--- config.mk ---
export PLATFORM = sky130hd
export DESIGN_NAME = ppm_p6_stream_parser_unit_flat
export DESIGN_NICKNAME = d
export VERILOG_FILES = /design/src/rtl/ppsp_pkg.sv /design/src/rtl/ppsp_in_if.sv /design/src/rtl/ppsp_out_if.sv /design/src/rtl/ppsp_in_stage.sv /design/src/rtl/ppsp_parser.sv /design/src/rtl/ppsp_out_stage.sv /design/src/rtl/ppsp_out_stage_note.sv /design/src/rtl/ppm_p6_stream_parser_unit.sv /design/src/flat_wrapper.sv
export SDC_FILE = /design/constraint.sdc
export NUM_CORES = 1
export LEC_CHECK = 0
export BUFFER_PORTS_ARGS = -buffer_cell sky130_fd_sc_hd__buf_4
export CAP_MARGIN = 20
export CORE_MARGIN = 10
export CORE_UTILIZATION = 55
export DETAILED_ROUTE_END_ITERATION = 10
export GPL_ROUTABILITY_DRIVEN = 0
export PLACE_DENSITY = 0.7
export SLEW_MARGIN = 5
export SYNTH_ARGS = -nofsm -noshare
export SYNTH_HDL_FRONTEND = slang
export SYNTH_SLANG_ARGS = --single-unit
--- constraint.sdc ---
create_clock -name clk -period 6.79 [get_ports clk]
set_input_delay 1.358 -clock clk [delete_from_list [all_inputs] [get_ports clk]]
set_output_delay 1.358 -clock clk [all_outputs]
set_load 0.05 [all_outputs]
--- src/rtl/ppsp_pkg.sv ---
// ----------------------------------------------------------------------------
// PPM P6 stream parser package
// Shared types, character codes and helper functions for the parser blocks.
// ----------------------------------------------------------------------------
package ppsp_pkg;

	// Largest accepted image dimension, capped so that it fits 13 bits.
	localparam int MAX_DIM = 4096;
	localparam int DIM_CAP = (MAX_DIM > 8191) ? 8191 : MAX_DIM;
	localparam logic [15:0] DIM_LIMIT = 16'(DIM_CAP);
	localparam logic [15:0] MAXVAL_REQ = 16'd255;

	// Character codes used by the header grammar.
	localparam logic [7:0] CH_P    = 8'h50;
	localparam logic [7:0] CH_SIX  = 8'h36;
	localparam logic [7:0] CH_HASH = 8'h23;
	localparam logic [7:0] CH_LF   = 8'h0A;
	localparam logic [7:0] CH_CR   = 8'h0D;
	localparam logic [7:0] CH_SP   = 8'h20;
	localparam logic [7:0] CH_TAB  = 8'h09;
	localparam logic [7:0] CH_ZERO = 8'h30;
	localparam logic [7:0] CH_NINE = 8'h39;

	// Parse phases.
	typedef enum logic [3:0] {
		PH_MAGIC0 = 4'd0,
		PH_MAGIC1 = 4'd1,
		PH_PRE_W  = 4'd2,
		PH_NUM_W  = 4'd3,
		PH_PRE_H  = 4'd4,
		PH_NUM_H  = 4'd5,
		PH_PRE_M  = 4'd6,
		PH_NUM_M  = 4'd7,
		PH_PIXELS = 4'd8,
		PH_HALT   = 4'd9
	} phase_t;

	// Result kinds.
	typedef enum logic [1:0] {
		KIND_HEADER = 2'd0,
		KIND_PIXEL  = 2'd1,
		KIND_ERROR  = 2'd2
	} kind_t;

	// Error codes.
	typedef enum logic [2:0] {
		ERR_MAGIC      = 3'd0,
		ERR_WIDTH      = 3'd1,
		ERR_HEIGHT     = 3'd2,
		ERR_MAXVAL_DIG = 3'd3,
		ERR_MAXVAL_VAL = 3'd4
	} err_code_t;

	// One input item as held in the input register.
	typedef struct packed {
		logic [7:0] data_byte;
		logic       file_start;
	} in_item_t;

	// One result item with its valid flag.
	typedef struct packed {
		logic        valid;
		kind_t       kind;
		err_code_t   error_code;
		logic [12:0] image_width;
		logic [12:0] image_height;
		logic [7:0]  red;
		logic [7:0]  green;
		logic [7:0]  blue;
		logic        last_pixel;
	} result_t;

	function automatic logic is_space(input logic [7:0] b);
		return b inside {CH_SP, CH_TAB, CH_CR, CH_LF};
	endfunction

	function automatic logic is_digit(input logic [7:0] b);
		return b inside {[CH_ZERO:CH_NINE]};
	endfunction

	// Accumulator times ten plus the digit, kept wide enough to see overflow.
	function automatic logic [19:0] mul10_add(input logic [15:0] acc, input logic [7:0] b);
		return {1'b0, acc, 3'b000} + {3'b000, acc, 1'b0} + {16'd0, b[3:0]};
	endfunction

endpackage

--- src/rtl/ppsp_in_if.sv ---
// ----------------------------------------------------------------------------
// PPM P6 stream parser input channel
// Valid/ready channel carrying one file byte and its start-of-file mark.
// ----------------------------------------------------------------------------
interface ppsp_in_if;
	logic       valid;
	logic       ready;
	logic [7:0] data_byte;
	logic       file_start;

	modport source (output valid, output data_byte, output file_start, input ready);
	modport sink (input valid, input data_byte, input file_start, output ready);
endinterface

--- src/rtl/ppsp_out_if.sv ---
// ----------------------------------------------------------------------------
// PPM P6 stream parser output channel
// Valid/ready channel carrying one header, pixel or error item.
// ----------------------------------------------------------------------------
interface ppsp_out_if;
	logic        valid;
	logic        ready;
	logic [1:0]  kind;
	logic [2:0]  error_code;
	logic [12:0] image_width;
	logic [12:0] image_height;
	logic [7:0]  red;
	logic [7:0]  green;
	logic [7:0]  blue;
	logic        last_pixel;

	modport source (output valid, output kind, output error_code, output image_width,
		output image_height, output red, output green, output blue, output last_pixel,
		input ready);
	modport sink (input valid, input kind, input error_code, input image_width,
		input image_height, input red, input green, input blue, input last_pixel,
		output ready);
endinterface

--- src/rtl/ppsp_in_stage.sv ---
// ----------------------------------------------------------------------------
// PPM P6 stream parser input register
// Registers each accepted byte; refills in the same cycle it is consumed.
// ----------------------------------------------------------------------------
module ppsp_in_stage
	import ppsp_pkg::*;
(
	input  logic      clk,
	input  logic      arst_n,
	ppsp_in_if.sink   in_ch,
	input  logic      consume,
	output logic      valid,
	output in_item_t  item
);

	logic     valid_s1;
	in_item_t item_s1;

	// Take a new item whenever the register is empty or being drained.
	assign in_ch.ready = !valid_s1 || consume;
	assign valid = valid_s1;
	assign item = item_s1;

	always_ff @(posedge clk or negedge arst_n) begin
		if (!arst_n) begin
			valid_s1 <= 1'b0;
		end else if (in_ch.ready) begin
			valid_s1 <= in_ch.valid;
		end
	end

	// Payload needs no reset.
	always_ff @(posedge clk) begin
		if (in_ch.valid && in_ch.ready) begin
			item_s1 <= '{data_byte: in_ch.data_byte, file_start: in_ch.file_start};
		end
	end

endmodule

--- src/rtl/ppsp_parser.sv ---
// ----------------------------------------------------------------------------
// PPM P6 stream parser core
// Header grammar, number accumulation and pixel grouping, one byte per step.
// ----------------------------------------------------------------------------
module ppsp_parser
	import ppsp_pkg::*;
(
	input  logic     clk,
	input  logic     arst_n,
	input  logic     step,
	input  in_item_t item,
	output result_t  res
);

	phase_t      phase_q, phase_d, ph;
	logic        comment_q, comment_d, cur_comment;
	logic [15:0] acc_q, acc_d, cur_acc;
	logic        seen_q, seen_d, cur_seen;
	logic        ovf_q, ovf_d, cur_ovf;
	logic [12:0] width_q, width_d, cur_width;
	logic [12:0] height_q, height_d, cur_height;
	logic [12:0] column_q, column_d, cur_column;
	logic [12:0] row_q, row_d, cur_row;
	logic [1:0]  bphase_q, bphase_d, cur_bphase;
	logic [7:0]  red_q, red_d, cur_red;
	logic [7:0]  green_q, green_d, cur_green;

	logic [7:0]  b;
	logic [19:0] acc_next;
	logic        b_digit, b_space, b_eol;

	assign b = item.data_byte;
	assign b_digit = is_digit(b);
	assign b_space = is_space(b);
	assign b_eol = (b == CH_LF) || (b == CH_CR);

	// A start-of-file byte sees the reset state, whatever came before.
	always_comb begin
		if (item.file_start) begin
			ph = PH_MAGIC0;
			cur_comment = 1'b0;
			cur_acc = '0;
			cur_seen = 1'b0;
			cur_ovf = 1'b0;
			cur_width = '0;
			cur_height = '0;
			cur_column = '0;
			cur_row = '0;
			cur_bphase = '0;
			cur_red = '0;
			cur_green = '0;
		end else begin
			ph = phase_q;
			cur_comment = comment_q;
			cur_acc = acc_q;
			cur_seen = seen_q;
			cur_ovf = ovf_q;
			cur_width = width_q;
			cur_height = height_q;
			cur_column = column_q;
			cur_row = row_q;
			cur_bphase = bphase_q;
			cur_red = red_q;
			cur_green = green_q;
		end
	end

	assign acc_next = mul10_add(cur_acc, b);

	// Next state and result for the byte in the input register.
	always_comb begin
		phase_d = ph;
		comment_d = cur_comment;
		acc_d = cur_acc;
		seen_d = cur_seen;
		ovf_d = cur_ovf;
		width_d = cur_width;
		height_d = cur_height;
		column_d = cur_column;
		row_d = cur_row;
		bphase_d = cur_bphase;
		red_d = cur_red;
		green_d = cur_green;
		res = '0;

		if (cur_comment) begin
			// Comments run to the end of the line.
			if (b_eol) begin
				comment_d = 1'b0;
			end
		end else begin
			case (ph)
				PH_MAGIC0: begin
					if (b != CH_P) begin
						res.valid = 1'b1;
						res.kind = KIND_ERROR;
						res.error_code = ERR_MAGIC;
						phase_d = PH_HALT;
					end else begin
						phase_d = PH_MAGIC1;
					end
				end
				PH_MAGIC1: begin
					if (b != CH_SIX) begin
						res.valid = 1'b1;
						res.kind = KIND_ERROR;
						res.error_code = ERR_MAGIC;
						phase_d = PH_HALT;
					end else begin
						phase_d = PH_PRE_W;
					end
				end
				PH_PRE_W, PH_PRE_H, PH_PRE_M: begin
					// Skip separators until the first digit of the next number.
					if (b == CH_HASH) begin
						comment_d = 1'b1;
					end else if (b_digit) begin
						acc_d = {12'd0, b[3:0]};
						seen_d = 1'b1;
						ovf_d = 1'b0;
						phase_d = phase_t'(ph + 4'd1);
					end else if (!b_space) begin
						res.valid = 1'b1;
						res.kind = KIND_ERROR;
						case (ph)
							PH_PRE_W: res.error_code = ERR_WIDTH;
							PH_PRE_H: res.error_code = ERR_HEIGHT;
							default:  res.error_code = ERR_MAXVAL_DIG;
						endcase
						phase_d = PH_HALT;
					end
				end
				PH_NUM_W, PH_NUM_H: begin
					if (b_digit) begin
						acc_d = acc_next[15:0];
						ovf_d = cur_ovf || (acc_next[19:16] != 4'd0);
						seen_d = 1'b1;
					end else if ((!b_space && b != CH_HASH) || cur_ovf ||
							(cur_acc > DIM_LIMIT)) begin
						res.valid = 1'b1;
						res.kind = KIND_ERROR;
						res.error_code = (ph == PH_NUM_W) ? ERR_WIDTH : ERR_HEIGHT;
						phase_d = PH_HALT;
					end else begin
						if (ph == PH_NUM_W) begin
							width_d = cur_acc[12:0];
						end else begin
							height_d = cur_acc[12:0];
						end
						acc_d = '0;
						seen_d = 1'b0;
						ovf_d = 1'b0;
						comment_d = (b == CH_HASH);
						phase_d = phase_t'(ph + 4'd1);
					end
				end
				PH_NUM_M: begin
					if (b_digit) begin
						acc_d = acc_next[15:0];
						ovf_d = cur_ovf || (acc_next[19:16] != 4'd0);
						seen_d = 1'b1;
					end else if (!b_space) begin
						res.valid = 1'b1;
						res.kind = KIND_ERROR;
						res.error_code = ERR_MAXVAL_DIG;
						phase_d = PH_HALT;
					end else if (cur_ovf || cur_acc != MAXVAL_REQ) begin
						res.valid = 1'b1;
						res.kind = KIND_ERROR;
						res.error_code = ERR_MAXVAL_VAL;
						phase_d = PH_HALT;
					end else begin
						// Header complete: report it and start on the pixels, or halt if the image is empty.
						acc_d = '0;
						seen_d = 1'b0;
						ovf_d = 1'b0;
						res.valid = 1'b1;
						res.kind = KIND_HEADER;
						res.image_width = cur_width;
						res.image_height = cur_height;
						column_d = '0;
						row_d = '0;
						bphase_d = '0;
						if (cur_width == '0 || cur_height == '0) begin
							res.last_pixel = 1'b1;
							phase_d = PH_HALT;
						end else begin
							phase_d = PH_PIXELS;
						end
					end
				end
				PH_PIXELS: begin
					// Gather red and green, emit the pixel on blue.
					if (cur_bphase == 2'd0) begin
						red_d = b;
						bphase_d = 2'd1;
					end else if (cur_bphase == 2'd1) begin
						green_d = b;
						bphase_d = 2'd2;
					end else begin
						bphase_d = 2'd0;
						res.valid = 1'b1;
						res.kind = KIND_PIXEL;
						res.red = cur_red;
						res.green = cur_green;
						res.blue = b;
						if ({1'b0, cur_column} + 14'd1 >= {1'b0, cur_width}) begin
							column_d = '0;
							if ({1'b0, cur_row} + 14'd1 >= {1'b0, cur_height}) begin
								res.last_pixel = 1'b1;
								phase_d = PH_HALT;
							end else begin
								row_d = cur_row + 13'd1;
							end
						end else begin
							column_d = cur_column + 13'd1;
						end
					end
				end
				default: begin
				end
			endcase
			if (res.valid && res.kind == KIND_ERROR) begin
				comment_d = 1'b0;
			end
		end
	end

	// Parse state registers, updated once per consumed item.
	always_ff @(posedge clk or negedge arst_n) begin
		if (!arst_n) begin
			phase_q <= PH_MAGIC0;
			comment_q <= 1'b0;
			acc_q <= '0;
			seen_q <= 1'b0;
			ovf_q <= 1'b0;
			width_q <= '0;
			height_q <= '0;
			column_q <= '0;
			row_q <= '0;
			bphase_q <= '0;
			red_q <= '0;
			green_q <= '0;
		end else if (step) begin
			phase_q <= phase_d;
			comment_q <= comment_d;
			acc_q <= acc_d;
			seen_q <= seen_d;
			ovf_q <= ovf_d;
			width_q <= width_d;
			height_q <= height_d;
			column_q <= column_d;
			row_q <= row_d;
			bphase_q <= bphase_d;
			red_q <= red_d;
			green_q <= green_d;
		end
	end

	// An error always parks the parser until the next file.
	assert property (@(posedge clk) disable iff (!arst_n)
		step && res.valid && res.kind == KIND_ERROR |=> phase_q == PH_HALT)
		else $error("error item did not halt the parser");

	// Pixels come only out of the pixel phase of the current file.
	assert property (@(posedge clk) disable iff (!arst_n)
		step && res.valid && res.kind == KIND_PIXEL |-> phase_q == PH_PIXELS && !item.file_start)
		else $error("pixel item outside the pixel phase");

	// Raster counters stay inside the image while pixels are expected.
	assert property (@(posedge clk) disable iff (!arst_n)
		phase_q == PH_PIXELS |-> column_q < width_q && row_q < height_q)
		else $error("raster counter beyond image size");

	// A stored width or height never exceeds the dimension limit.
	assert property (@(posedge clk) disable iff (!arst_n)
		phase_q == PH_PIXELS |-> {3'd0, width_q} <= DIM_LIMIT && {3'd0, height_q} <= DIM_LIMIT)
		else $error("stored dimension above limit");

endmodule

--- src/rtl/ppsp_out_stage.sv ---
// ----------------------------------------------------------------------------
// PPM P6 stream parser result register
// Holds one result item until the receiver takes it.
// ----------------------------------------------------------------------------
module ppsp_out_stage
	import ppsp_pkg::*;
(
	input  logic       clk,
	input  logic       arst_n,
	input  logic       load,
	input  result_t    res,
	output logic       can_take,
	ppsp_out_if.source out_ch
);

	logic    valid_q;
	result_t res_q;

	// The register is free when empty or being emptied this cycle.
	assign can_take = !valid_q || out_ch.ready;

	always_ff @(posedge clk or negedge arst_n) begin
		if (!arst_n) begin
			valid_q <= 1'b0;
		end else if (can_take) begin
			valid_q <= load;
		end
	end

	always_ff @(posedge clk) begin
		if (can_take && load) begin
			res_q <= res;
		end
	end

	// Drive the channel from the held item.
	assign out_ch.valid = valid_q;
	assign out_ch.kind = res_q.kind;
	assign out_ch.error_code = res_q.error_code;
	assign out_ch.image_width = res_q.image_width;
	assign out_ch.image_height = res_q.image_height;
	assign out_ch.red = res_q.red;
	assign out_ch.green = res_q.green;
	assign out_ch.blue = res_q.blue;
	assign out_ch.last_pixel = res_q.last_pixel;

endmodule

--- src/rtl/ppsp_out_stage_note.sv ---
// ----------------------------------------------------------------------------
// PPM P6 stream parser consume control
// Decides when the byte in the input register is processed.
// ----------------------------------------------------------------------------
module ppsp_step_ctrl
	import ppsp_pkg::*;
(
	input  logic    in_valid,
	input  logic    out_can_take,
	input  result_t res,
	output logic    step,
	output logic    load
);

	// A byte is processed only when the result register has a free slot, whether or not it yields a result.
	assign step = in_valid && out_can_take;
	assign load = step && res.valid;

endmodule

--- src/rtl/ppm_p6_stream_parser_unit.sv ---
// ----------------------------------------------------------------------------
// PPM P6 stream parser
// Parses a binary PPM byte stream into a header item and RGB pixel items, or an error item.
// ----------------------------------------------------------------------------
// Usage:
// in_ch carries one file byte per item with file_start marking the first
// byte of a new file. out_ch carries header, pixel or error items; the kind
// field says which, and last_pixel marks the final pixel of the image.
// An accepted byte is registered in the input register and processed once
// the result register is free; its result (if it causes one) is loaded into
// the result register at the end of the cycle in which it is processed.
// Throughput is one byte per cycle while the receiver takes results; the parse
// update between the input register and the result register is combinational.
// When the receiver stalls, the result register holds its item and one more
// byte waits in the input register; in_ch.ready then falls.
// Reset clears both registers and puts the parser in wait for the magic, so
// a file may begin without file_start. After an error or the end of an image
// bytes are consumed without result until the next file_start.
// ----------------------------------------------------------------------------
module ppm_p6_stream_parser_unit
	import ppsp_pkg::*;
(
	input  logic       clk,
	input  logic       arst_n,
	ppsp_in_if.sink    in_ch,
	ppsp_out_if.source out_ch
);

	logic     in_valid;
	in_item_t item;
	logic     step;
	logic     load;
	logic     out_can_take;
	result_t  res;

	ppsp_in_stage u_in_stage (
		.clk     (clk),
		.arst_n  (arst_n),
		.in_ch   (in_ch),
		.consume (step),
		.valid   (in_valid),
		.item    (item)
	);

	ppsp_step_ctrl u_step_ctrl (
		.in_valid     (in_valid),
		.out_can_take (out_can_take),
		.res          (res),
		.step         (step),
		.load         (load)
	);

	ppsp_parser u_parser (
		.clk    (clk),
		.arst_n (arst_n),
		.step   (step),
		.item   (item),
		.res    (res)
	);

	ppsp_out_stage u_out_stage (
		.clk      (clk),
		.arst_n   (arst_n),
		.load     (load),
		.res      (res),
		.can_take (out_can_take),
		.out_ch   (out_ch)
	);

endmodule
--- src/flat_wrapper.sv ---
// flat-port wrapper written by rule: the top's interface ports become plain ports
module ppm_p6_stream_parser_unit_flat import ppsp_pkg::*;
  (clk, arst_n, in_ch_valid, in_ch_data_byte, in_ch_file_start, in_ch_ready, out_ch_valid, out_ch_kind, out_ch_error_code, out_ch_image_width, out_ch_image_height, out_ch_red, out_ch_green, out_ch_blue, out_ch_last_pixel, out_ch_ready);
  ppsp_in_if in_ch_i ();
  ppsp_out_if out_ch_i ();
  input  logic clk;
  input  logic arst_n;
  input wire logic [$bits(in_ch_i.valid)-1:0] in_ch_valid;
  input wire logic [$bits(in_ch_i.data_byte)-1:0] in_ch_data_byte;
  input wire logic [$bits(in_ch_i.file_start)-1:0] in_ch_file_start;
  output wire logic [$bits(in_ch_i.ready)-1:0] in_ch_ready;
  output wire logic [$bits(out_ch_i.valid)-1:0] out_ch_valid;
  output wire logic [$bits(out_ch_i.kind)-1:0] out_ch_kind;
  output wire logic [$bits(out_ch_i.error_code)-1:0] out_ch_error_code;
  output wire logic [$bits(out_ch_i.image_width)-1:0] out_ch_image_width;
  output wire logic [$bits(out_ch_i.image_height)-1:0] out_ch_image_height;
  output wire logic [$bits(out_ch_i.red)-1:0] out_ch_red;
  output wire logic [$bits(out_ch_i.green)-1:0] out_ch_green;
  output wire logic [$bits(out_ch_i.blue)-1:0] out_ch_blue;
  output wire logic [$bits(out_ch_i.last_pixel)-1:0] out_ch_last_pixel;
  input wire logic [$bits(out_ch_i.ready)-1:0] out_ch_ready;
  assign in_ch_i.valid = in_ch_valid;
  assign in_ch_i.data_byte = in_ch_data_byte;
  assign in_ch_i.file_start = in_ch_file_start;
  assign in_ch_ready = in_ch_i.ready;
  assign out_ch_valid = out_ch_i.valid;
  assign out_ch_kind = out_ch_i.kind;
  assign out_ch_error_code = out_ch_i.error_code;
  assign out_ch_image_width = out_ch_i.image_width;
  assign out_ch_image_height = out_ch_i.image_height;
  assign out_ch_red = out_ch_i.red;
  assign out_ch_green = out_ch_i.green;
  assign out_ch_blue = out_ch_i.blue;
  assign out_ch_last_pixel = out_ch_i.last_pixel;
  assign out_ch_i.ready = out_ch_ready;
  ppm_p6_stream_parser_unit u_core (.clk(clk), .arst_n(arst_n), .in_ch(in_ch_i), .out_ch(out_ch_i));
endmodule
Word-level counts from Yosys, hierarchy flattened
Index checks and enable logic that the tools add are counted.

Word-level logic and storage cells: 211. Bits in registers: 159.

Add/sub/neg operators: 7. Reduce and logical (&&, ||, !) cells: 28. Magnitude comparators: 5. Bitwise gates (word level): 3. Eq/ne operators: 19. Muxes and demuxes: 126.

Operator list (count): 2-to-1 mux 13 bit (29); 2-to-1 mux 16 bit (9); 2-to-1 mux 26 bit (3); 2-to-1 mux 8 bit (9); 2-to-1 mux 4 bit (16); 2-to-1 mux 57 bit (1); case mux 13 bit (2 select lines) (2); 2-to-1 mux 25 bit (2); case mux 16 bit (3 select lines) (1); 2-to-1 mux 6 bit (7); 2-to-1 mux 32 bit (1); adder 13 x 1 -> 14 bit, second input constant (2); greater-or-equal comparator 14 x 13 -> 1 bit (2); adder 13 x 1 -> 13 bit, second input constant (2); logical NOT 13 bit (2); == test 8 x 4 -> 1 bit, second input constant (3); 2-to-1 mux 24 bit (1); case mux 4 bit (6 select lines) (1); 2-to-1 mux 1 bit (23); adder 19 x 17 -> 20 bit (1); adder 20 x 4 -> 20 bit (1); 2-to-1 mux 2 bit (9); case mux 3 bit (6 select lines) (1); == test 4 x 3 -> 1 bit, second input constant (4); other kinds (30) (56).

Longest topological paths before layout
Gate-level depths: netlist of run 1.

Depth in word-level cells: 14. Depth in mapped cells: 25. Gate-level depth less buffers: 17.

By module
A second synthesis of run 1 with hierarchy kept.

Cells, all modules: 972. Area, all modules: 9705.6 um^2.

Modules (own cells, without submodules): ppsp_parser (area each 7633.6 um^2, sequential area each 2302.2 um^2, cells each 897, times used 1); ppsp_out_stage (area each 1735.4 um^2, sequential area each 1706.6 um^2, cells each 60, times used 1); ppsp_in_stage (area each 324.1 um^2, sequential area each 295.3 um^2, cells each 13, times used 1); ppsp_step_ctrl (area each 12.5 um^2, sequential area each 0.0 um^2, cells each 2, times used 1).

Worst setup path before layout of run 1
No wires, ideal clock.

Path type: register -> register. Start: register u_core.u_in_stage.item_s1, in the netlist u_core.u_in_stage.item[0]. End: register u_core.u_out_stage.res_q, in the netlist u_core.u_out_stage.out_ch.blue[0], enable pin. Data required time: 6.320 ns. Slack: 1.722 ns. Stages on the path, launching flop included: 15. Buffers on the path: 3. Arrival: 4.599 ns. Period minus slack after synthesis: 5.068 ns. Library setup time: 0.470 ns. Cells stage by stage: edfxtp_1 buf_2 buf_2 clkbuf_1 nor2b_1 inv_1 ha_1 and3b_1 o21ai_2 nand2b_1 nor2_1 a21oi_1 nand2b_1 nor3_1 nor2_1.

Longest elaborated chain between the ends: 10. Elaborated cells between the ends (all ways): 30.

Ends and longest elaborated chain: from (decl) (line ppsp_in_stage.sv:17) `in_item_t item_s1;`; from (signal assigned) (line ppsp_in_stage.sv:35) `item_s1 <= '{data_byte: in_ch.data_byte, file_start: in_ch.file_start};`; 2-to-1 mux 16 bit / 2-to-1 mux 1 bit (equally long branches) (line ppsp_parser.sv:39) `if (item.file_start) begin`; > comparator 16 x 13 -> 1 bit / logical OR 1 bit (equally long branches) (line ppsp_parser.sv:139, ppsp_parser.sv:138); logical OR 1 bit (line ppsp_parser.sv:138) `end else if ((!b_space && b != CH_HASH) || cur_ovf ||`; 2-to-1 mux 6 bit (line ppsp_parser.sv:138); 2-to-1 mux 6 bit (line ppsp_parser.sv:134) `if (b_digit) begin`; case mux 3 bit (6 select lines) (line ppsp_parser.sv:92) `case (ph)`; 2-to-1 mux 3 bit (line ppsp_parser.sv:86) `if (cur_comment) begin`; 2-to-1 mux 57 bit (*) (line ppsp_parser.sv:86); logical AND 1 bit (*) (line ppsp_out_stage_note.sv:17) `assign load = step && res.valid;`; logical AND 1 bit (*) (line ppsp_out_stage.sv:31) `if (can_take && load) begin`; to (signal assigned) (line ppsp_out_stage.sv:32) `res_q <= res;`; to (decl) (line ppsp_out_stage.sv:17) `result_t res_q;`.

Mark *: on every way between the ends. The rest lies on a longest branch, timed or not. The select of a mux whose other input is x is not followed. A chain may end at the register's enable or synchronous reset.

Worst setup path after layout of run 1
Start: register u_core.u_in_stage.item_s1, in the netlist u_core.u_in_stage.item[0]. End: register u_core.u_parser.row_q[0].

Longest elaborated chain between the ends: 9. Elaborated cells between the ends (all ways): 29.

Ends and longest elaborated chain: 2-to-1 mux 13 bit (line ppsp_parser.sv:39); adder 13 x 1 -> 14 bit (line ppsp_parser.sv:209) `if ({1'b0, cur_row} + 14'd1 >= {1'b0, cur_height}) begin`; greater-or-equal comparator 14 x 13 -> 1 bit (line ppsp_parser.sv:209); 2-to-1 mux 13 bit (line ppsp_parser.sv:209); 2-to-1 mux 13 bit (line ppsp_parser.sv:207) `if ({1'b0, cur_column} + 14'd1 >= {1'b0, cur_width}) begin`; 2-to-1 mux 13 bit (line ppsp_parser.sv:197) `end else if (cur_bphase == 2'd1) begin`; 2-to-1 mux 13 bit (line ppsp_parser.sv:194) `if (cur_bphase == 2'd0) begin`; case mux 13 bit (2 select lines) (line ppsp_parser.sv:92); 2-to-1 mux 13 bit (*) (line ppsp_parser.sv:86); to (signal assigned) (line ppsp_parser.sv:253) `row_q <= row_d;`; to (decl) (line ppsp_parser.sv:23) `logic [12:0] row_q, row_d, cur_row;`.

Mark *: on every way between the ends. The rest lies on a longest branch, timed or not.

==> metrics.txt, run 1 <==
status complete, no violations; Synth Register Bits between 150 and 200; worst-path maximum fanout 24; Placement Rows 48; Netlist Area Pre-Place ~9600 µm²; Antenna diodes 0; EDFF count, synth 65; post-route clock skew between 0.006 and 0.007 ns; IO Pins 71; area leader, netlist dfrtp_1; worst path required time between 7 and 8 ns; Period minus WS final around 4.6 ns; Final #Nets about 1100; 1st-iter DRT viols about 650; crit path capture type flip-flop; Pwr Density just under 300 nW/µm²; Layout area overhead 13.8%; most common cell after layout, fill and taps aside dfrtp_1; layout cells sized above 1 0.132; Tot Pwr ~3.2 mW; DRC Markers 0; Leak Pwr around 4.7 nW; DPL Wire Length around 18000 µm; vias in the first global route roughly 7700; initial antenna violation count 0; H-tree Lvls 4; DRT antenna net count 0; Final setup viols 0; register area share after synthesis 0.449; Die W around 150 µm; CTS tree done; Initial DRT Pass Iterations 5; Routed WL between 20000 and 25000 µm; worst slew pin tran approximately 0.9 ns; relative slew slack 0.385; post-cts sizing count 0; peak supply drop ~190 µV; crit path DAT between 4 and 5 ns; Die ar. approximately 23000 µm²; Vias per Instance roughly 6.2; Die Ht 152 µm; aggregate global routing overflow 0; FMAX 219 MHz; YS warnings 0; Initial Util 0.557; distinct cell type count of the synthesized netlist 77; startpoint types flip-flop; Layout fillers approximately 1500; post-synthesis average cell area ~10 µm²; number of setup buffers added after CTS 0; # hold bufs at CTS 0; final setup TNS 0 ns; clock root buffer clkbuf_16; Synth Instances 950; Avg WL per Cell 19.8 µm; worst hold path class flip-flop to flip-flop; Total GRT Usage 0.212; clock slew seen by the registers of the worst setup and hold paths 0.07 ns; Synth async-reset ratio 0.591; top post-synthesis cells by area dfrtp_1 25%, edfxtp_1 20%, ha_1 8.2%; final hold vios 0; first-pass GRT wire length between 40000 and 50000 µm; most frequent cells in the layout 94 x dfrtp_1, 80 x buf_4, 65 x edfxtp_1; top_reg_cell synth dfrtp_1; Bufs on Longest Clock Path 2; maxcap violations 0; via count 7698; share of the synthesized area in the top cell type 0.246; core area roughly 17000 µm²; Sink Count 159; Net Count, Synth slightly above 1000; WS Path Type flip-flop to flip-flop; largest net degree at the start of global routing 68; CTS Buf Count 17; Final Max Tran Viols 0; period utilization 0.673; RSZ-0062 raised after global routing false; # port buffers 70; clk_lat worst skew approximately 0.43 ns
## routing by layer
layer / track usage / vias up / share of wire
li1: - / 3636 / -
met1: 0.276 / 3735 / 0.44
met2: 0.345 / 286 / 0.48
met3: 0.0421 / 41 / 0.062
met4: 0.0729 / 0 / 0.020
met5: 0 / - / 0
## path summary, 6_finish.rpt
kind                                                    to  cells after the start                  startpoint  slack, ns
worst min-delay path            u_core.u_parser.green_q[3]                      1  u_core.u_parser.green_q[3]       0.49
max in group asynchronous         u_core.u_parser.red_q[3]                      2                      arst_n       4.77
worst min register to register  u_core.u_parser.green_q[3]                      1  u_core.u_parser.green_q[3]       0.49
min in group asynchronous         u_core.u_parser.row_q[1]                      1                      arst_n       0.83
worst max-delay path              u_core.u_parser.row_q[0]                     18   u_core.u_in_stage.item[0]       2.22
worst max register to register    u_core.u_parser.row_q[0]                     18   u_core.u_in_stage.item[0]       2.22
## Yosys cell counts, types with 36 or more instances
cell	n
and2_1	57
nand2b_1	48
a21oi_1	36
nor2_1	57
clkbuf_1	36
a22o_1	52
dfrtp_1	94
o21ai_0	56
edfxtp_1	65
ha_1	63
nand2_1	60
## state kept, by name, summed over array words and instances (netlist names), 9 cells and up
name and count:
u_core.u_parser.height_q 13, u_core.u_parser.column_q 13, u_core.u_parser.acc_q 16, u_core.u_parser.row_q 13, u_core.u_in_stage.item 9, u_core.u_parser.width_q 13
u_core.u_out_stage.out_ch.image_width 13, u_core.u_out_stage.out_ch.image_height 13
## worst max-delay path, stage by stage, from the launching register on
cell	delay [ns]
edfxtp_1	0.74
buf_4	0.35
nor2b_1	0.13
ha_1	0.21
nand3_1	0.09
nor2_1	0.14
and3_1	0.31
nand2_1	0.10
xor2_1	0.21
nor2_1	0.07
ha_1	0.31
a21o_1	0.18
a21oi_1	0.14
o22ai_1	0.09
nor3_1	0.32
nand2_1	0.30
nand3_1	0.29
nor2_1	0.15
mux2_2	0.31
## where the power goes
group | total [mW] | internal, mW | switching [mW]
registers | 1.28 | 1.18 | 0.101
logic | 0.953 | 0.269 | 0.684
clock network | 0.973 | 0.526 | 0.447
total | 3.20 | 1.97 | 1.23
## area by class of cell
cell class                      count  area, µm²  share of cell area
Tap cell                          225        282              0.0258
Sequential cell                   159       4300               0.395
Multi-Input combinational cell    726       5020               0.461
Clock inverter                     15        175              0.0161
Clock buffer                       17        425              0.0390
Inverter                           23       86.3             0.00792
Timing Repair Buffer               80        601              0.0551
## kinds of logic after synthesis
family	count (synthesis)	share of synthesized area
buf+inv	65	0.0269
flops	159	0.449
fa+ha+maj	65	0.0865
compound gates	253	0.191
xor+xnor	33	0.0302
mux	5	0.00536
simple gates	370	0.211
## through the flow
step	setup WS, ns	std cells	area [µm²]	util	hold slack (ns)
finish	2.22	1245	10900	0.634	0.494
global route	1.83	1245	10900	0.634	0.513
floorplan	1.72	950	9580	-	0.458
detailed placement	2.29	1213	10300	0.599	0.479
CTS	2.28	1245	10900	0.634	0.499
global placement	2.41	1213	10300	0.599	0.476
Power figures use the tool's default switching activity.
==> run 2: changes to the inputs <==
==> constraint.sdc (replaced) <==
create_clock -name clk -period 4.42 [get_ports clk]
set_input_delay 0.884 -clock clk [delete_from_list [all_inputs] [get_ports clk]]
set_output_delay 0.884 -clock clk [all_outputs]
set_load 0.05 [all_outputs]
==> run 2 against run 1 <==
  * Non-clock buffer count up 8
  * Setup slack got worse by 1.9 ns
  * Fmax rose by 12%
  * Cell count grew 0.64%
  * Critical endpoint unchanged
  * Power increased by 55%
  * Wire length down 1.2%
  * Largest cell class unchanged
  * Critical path depth is 1 lower
  * Via count rose by 0.83%
  * Highest routed layer unchanged
==> metrics.txt, run 2 (synthesis gave the netlist of run 1 again) <==
Layout fillers 1411 (-5.7%); worst path required time 4.74 ns (-2.38 ns); startpoint types flip-flop; Initial DRT Pass Iterations 6 (+1); Antenna diodes 0 (unchanged); first-pass GRT wire length 40200 µm (-1.1%); Total GRT Usage 0.209 (-0.00310); number of setup buffers added after CTS 0 (unchanged); max reg flops 16 (unchanged); worst slack at placement 0.454 ns (-1.83 ns); DRC Markers 0 (unchanged); layout cells sized above 1 0.141 (+0.00870); final setup TNS 0 ns (unchanged); via count 7762 (+0.83%); crit path capture type flip-flop; worst hold path class primary input to async pin; clock root buffer clkbuf_16; Final #Nets 1093 (+0.74%); most used cell, CP and3_1; CTS Buf Count 17 (unchanged); FMAX 244 MHz (+12%); Period minus WS final 4.10 ns (-0.472 ns); Avg WL per Cell 19.4 µm (-1.9%); DPL Wire Length 17600 µm (-2.3%); initial antenna violation count 0 (unchanged); Layout area overhead 14.9%; most common cell after layout, fill and taps aside dfrtp_1; Final setup viols 0 (unchanged); Slowest-stage cell, CP edfxtp_1; relative slew slack 0.471 (+0.0861); 1st-iter DRT viols 750 (+16%); vias in the first global route 7475 (-2.4%); Placement Rows 48 (unchanged); largest net degree at the start of global routing 48 (-29%); worst slew pin tran 0.791 ns (-0.130 ns); max incr delay on CP 0.42 ns (-0.32 ns); Multi-input gate area 5030 µm² (+0.15%); Die Ht 152 µm (unchanged); Critical Path Stages 17 (-1); Pwr Density 453 nW/µm² (+54%); # port buffers 70 (unchanged); IO Pins 71 (unchanged); DRT antenna net count 0 (unchanged); Bufs on Longest Clock Path 2 (unchanged); aggregate global routing overflow 0 (unchanged); Die W 152 µm (unchanged); DP Cell Count 1221 (+0.66%); Initial Util 0.557 (unchanged); Die ar. 23100 µm² (unchanged); crit path DAT 4.42 ns (-0.47 ns); core area 17200 µm² (unchanged); # hold bufs at CTS 0 (unchanged); clk_lat worst skew 0.44 ns (about the same); WS Path Type flip-flop to flip-flop; R2R setup slack 0.32 ns (-1.90 ns); final hold vios 0 (unchanged); crit path cell chain buf_12 -> nand2b_1 -> inv_1 -> ha_1 -> and3_1 -> and3_1 -> and3_1 -> nand3_1 -> xor2_1 -> nor2_1 -> ha_1 -> a21oi_1 -> o21ai_1 -> a21oi_1 -> nand3_1 -> a21o_1 -> mux2_2; post-route setup slack 0.325 ns (-1.90 ns); Tot Pwr 4.98 mW (+55%); WHS 0.305 ns (-0.190 ns); Vias per Instance 6.19 (+0.19%); most frequent cells in the layout 94 x dfrtp_1, 86 x buf_4, 65 x edfxtp_1; period utilization 0.927 (+0.254); peak supply drop 278 µV (+43%); post-route clock skew 0.0116 ns (+0.00528 ns); Sink Count 159 (unchanged); H-tree Lvls 4 (unchanged); Seq. cell area 4300 µm² (unchanged); maxcap violations 0 (unchanged); R2R depth 17 (-1); fin cells 1253 (+0.64%); status complete, no violations; worst-path maximum fanout 40 (+67%); Routed WL 24300 µm (-1.2%); post-cts sizing count 0 (unchanged); Leak Pwr 4.79 nW (+1.5%); RSZ-0062 raised after global routing false; CP delay by family, top simple AND/OR/NAND/NOR gates; Final Max Tran Viols 0 (unchanged); Largest Register u_core.u_parser.acc_q; CP bufs+invs 2 (+1); clock slew seen by the registers of the worst setup and hold paths 0.07 ns (about the same); CTS tree done
run 2: cell count changes in the layout (fill, tap and decap cells not counted), sizes merged:
cell,previous run,this run
clkinv,2,4
bufinv,1,2
buf,80,88
clkbuf,17,18
clkinvlp,4,0
run 2: final cells by class:
type | count | share of cell area
Multi-Input combinational cell | 726 | 0.457
Sequential cell | 159 | 0.391
Clock buffer | 18 | 0.0399
Tap cell | 225 | 0.0256
Timing Repair Buffer | 88 | 0.0623
Clock inverter | 14 | 0.0157
Inverter | 23 | 0.00785
run 2: worst paths after layout:
path | from | end
hold reg to reg | u_core.u_parser.red_q[0] | u_core.u_parser.red_q[0]
setup reg to reg | u_core.u_in_stage.item[0] | u_core.u_parser.row_q[0]
min in group clk | u_core.u_parser.red_q[0] | u_core.u_parser.red_q[0]
setup / recovery | u_core.u_in_stage.item[0] | u_core.u_parser.row_q[0]
max in group asynchronous | arst_n | u_core.u_parser.acc_q[13]
hold / removal | arst_n | u_core.u_parser.column_q[12]
run 2: report_power, final:
part / total (mW) / switching, mW / leakage (nW) / internal (mW)
Combinational: 1.51 / 1.07 / 2.59 / 0.441
Clock: 1.52 / 0.649 / 0.305 / 0.870
Sequential: 1.95 / 0.142 / 1.90 / 1.81
Total: 4.98 / 1.87 / 4.79 / 3.12
run 2: worst register-to-register path, cell delays in order, from the launching register on:
cell and delay [ns]:
edfxtp_1 0.42, buf_12 0.20, nand2b_1 0.21, inv_1 0.09, ha_1 0.26, and3_1 0.24
and3_1 0.29, and3_1 0.22, nand3_1 0.13, xor2_1 0.17, nor2_1 0.06, ha_1 0.30
a21oi_1 0.14, o21ai_1 0.08, a21oi_1 0.27, nand3_1 0.28, a21o_1 0.34, mux2_2 0.28
run 2: per-stage QoR:
stage | instance area (µm²) | util
after floorplan | 9590 | -
after global routing | 11000 | 0.640
after detailed placement | 10400 | 0.605
after CTS | 11000 | 0.640
final | 11000 | 0.640
after global placement | 10400 | 0.605
run 2: routing by layer:
layer	part of all wire	track usage	vias to the layer above
li1	-	-	3667
met2	0.46	0.328	328
met3	0.069	0.0392	52
met1	0.44	0.281	3715
met5	0	0	-
met4	0.026	0.0775	0
==> run 3: changes to the inputs <==
--- a/config.mk
+++ b/config.mk
@@ -8,10 +8,10 @@
 export BUFFER_PORTS_ARGS = -buffer_cell sky130_fd_sc_hd__buf_4
 export CAP_MARGIN = 20
 export CORE_MARGIN = 10
-export CORE_UTILIZATION = 55
+export CORE_UTILIZATION = 35
 export DETAILED_ROUTE_END_ITERATION = 10
 export GPL_ROUTABILITY_DRIVEN = 0
-export PLACE_DENSITY = 0.7
+export PLACE_DENSITY = 0.47
 export SLEW_MARGIN = 5
 export SYNTH_ARGS = -nofsm -noshare
 export SYNTH_HDL_FRONTEND = slang
==> run 3 against run 2 <==
  * Cell count up 10%
  * Global-route usage decreased by 4.1 points
  * Count of clock-buffer cells in the layout is 1 lower
  * Via count decreased by 2.0%
  * Die area is 49% higher
  * First-iteration DRC count fell by 4.5%
  * Non-clock buffer count up 9
  * Power is 0.24% higher
  * Hold slack gained 0.11 ns
  * Setup slack improved by 0.17 ns
  * Utilization is 23 points lower
  * Largest power group unchanged
==> metrics.txt, run 3 (synthesis gave the netlist of run 1 again) <==
worst path required time 4.74 ns (about the same); WHS 0.413 ns (+0.108 ns); vias in the first global route 7542 (+0.90%); # port buffers 70 (unchanged); maxcap violations 0 (unchanged); Pwr Density 446 nW/µm² (-1.5%); FMAX 255 MHz (+4.4%); RSZ-0062 raised after global routing false; peak supply drop 262 µV (-5.6%); clock root buffer clkbuf_16; H-tree Lvls 4 (unchanged); DP Cell Count 1346 (+10%); DPL Wire Length 21000 µm (+19%); IO Pins 71 (unchanged); post-cts sizing count 0 (unchanged); DRC Markers 0 (unchanged); # hold bufs at CTS 0 (unchanged); Sink Count 159 (unchanged); Placement Rows 60 (+25%); crit path DAT 4.25 ns (-0.17 ns); clk_lat worst skew 0.43 ns (about the same); number of setup buffers added after CTS 0 (unchanged); Die Ht 185 µm (+22%); Vias per Instance 5.52 (-11%); Final setup viols 0 (unchanged); Final Max Tran Viols 0 (unchanged); startpoint types flip-flop; most common cell after layout, fill and taps aside buf_4; CTS Buf Count 17 (unchanged); final setup TNS 0 ns (unchanged); Die W 185 µm (+22%); Final #Nets 1102 (+0.82%); Layout fillers 2670 (+89%); post-route clock skew 0.0141 ns (+0.00248 ns); first-pass GRT wire length 45000 µm (+12%); via count 7605 (-2.0%); max reg flops 16 (unchanged); fin cells 1378 (+10%); layout cells sized above 1 0.149 (+0.00745); relative slew slack 0.437 (-0.0331); most frequent cells in the layout 95 x buf_4, 94 x dfrtp_1, 65 x edfxtp_1; Period minus WS final 3.92 ns (-0.172 ns); Layout area overhead 16.8%; Initial DRT Pass Iterations 5 (-1); final hold vios 0 (unchanged); DRT antenna net count 0 (unchanged); Total GRT Usage 0.168 (-0.0408); Avg WL per Cell 20.6 µm (+5.9%); fin util 0.415 (-0.225); clock slew seen by the registers of the worst setup and hold paths 0.08 ns (about the same); largest net degree at the start of global routing 52 (+8.3%); Die ar. 34400 µm² (+49%); Antenna diodes 0 (unchanged); WS Path Type flip-flop to flip-flop; worst slew pin tran 0.836 ns (+0.0449 ns); CTS tree done; Leak Pwr 4.83 nW (+0.65%); crit path capture type flip-flop; initial antenna violation count 0 (unchanged); worst hold path class primary input to async pin; Tot Pwr 4.99 mW (+0.24%); aggregate global routing overflow 0 (unchanged); Bufs on Longest Clock Path 2 (unchanged); 1st-iter DRT viols 716 (-4.5%); Largest Register u_core.u_parser.acc_q; Initial Util 0.355 (-0.202); core area 27000 µm² (+57%); worst-path maximum fanout 13 (-68%); period utilization 0.888 (-0.0390); status complete, no violations; Routed WL 28400 µm (+17%)
-- run 3: final cells by class --
| type | count | area (µm²) | share of cell area |
|---|---|---|---|
| multi-input combinational | 726 | 5030 | 0.450 |
| timing repair buffer | 97 | 753 | 0.0673 |
| inverter | 23 | 86.3 | 0.00772 |
| sequential | 159 | 4300 | 0.385 |
| clock buffer | 17 | 425 | 0.0380 |
| tap | 341 | 427 | 0.0381 |
| clock inverter | 15 | 163 | 0.0145 |
-- run 3: final timing paths --
check	startpoint	end	slack, ns	cells past startpoint
max	u_core.u_in_stage.item[0]	u_core.u_parser.row_q[0]	0.50	17
max reg2reg	u_core.u_in_stage.item[0]	u_core.u_parser.row_q[0]	0.50	17
min in group clk	u_core.u_parser.red_q[6]	u_core.u_parser.red_q[6]	0.49	1
min reg2reg	u_core.u_parser.red_q[6]	u_core.u_parser.red_q[6]	0.49	1
min	arst_n	u_core.u_parser.height_q[11]	0.41	1
max in group asynchronous	arst_n	u_core.u_parser.column_q[4]	3.16	2
-- run 3: through the flow --
stage / instance area [µm²] / setup WS, ns
2_1_floorplan: 9590 / 0.0261
3_3_place_gp: 10600 / 0.624
3_5_place_dp: 10600 / 0.525
4_1_cts: 11200 / 0.496
5_1_grt: 11200 / 0.127
6_report: 11200 / 0.497
-- run 3: per-layer routing --
layer | vias up | global-route usage | part of all wire
li1 | 3686 | - | -
met1 | 3689 | 0.235 | 0.47
met2 | 200 | 0.263 | 0.47
met3 | 30 | 0.0233 | 0.041
met4 | 0 | 0.0491 | 0.018
met5 | - | 0 | 0
-- run 3: worst max-delay path, cell delays in order (launching register included) --
cell	delay, ns
edfxtp_1	0.43
buf_4	0.22
nand2b_1	0.19
inv_1	0.09
ha_1	0.26
and3_1	0.24
and3_1	0.29
and3_1	0.21
nand3_1	0.13
xor2_1	0.17
nor2_1	0.06
ha_1	0.33
a21oi_1	0.12
o21ai_1	0.08
a21oi_1	0.16
nand3_1	0.22
a21o_1	0.33
mux2_2	0.28
-- run 3: power by group --
part           switching (mW)  internal, mW
combinational            1.09         0.455
sequential              0.143          1.81
clock                   0.740         0.760
total                    1.97          3.02
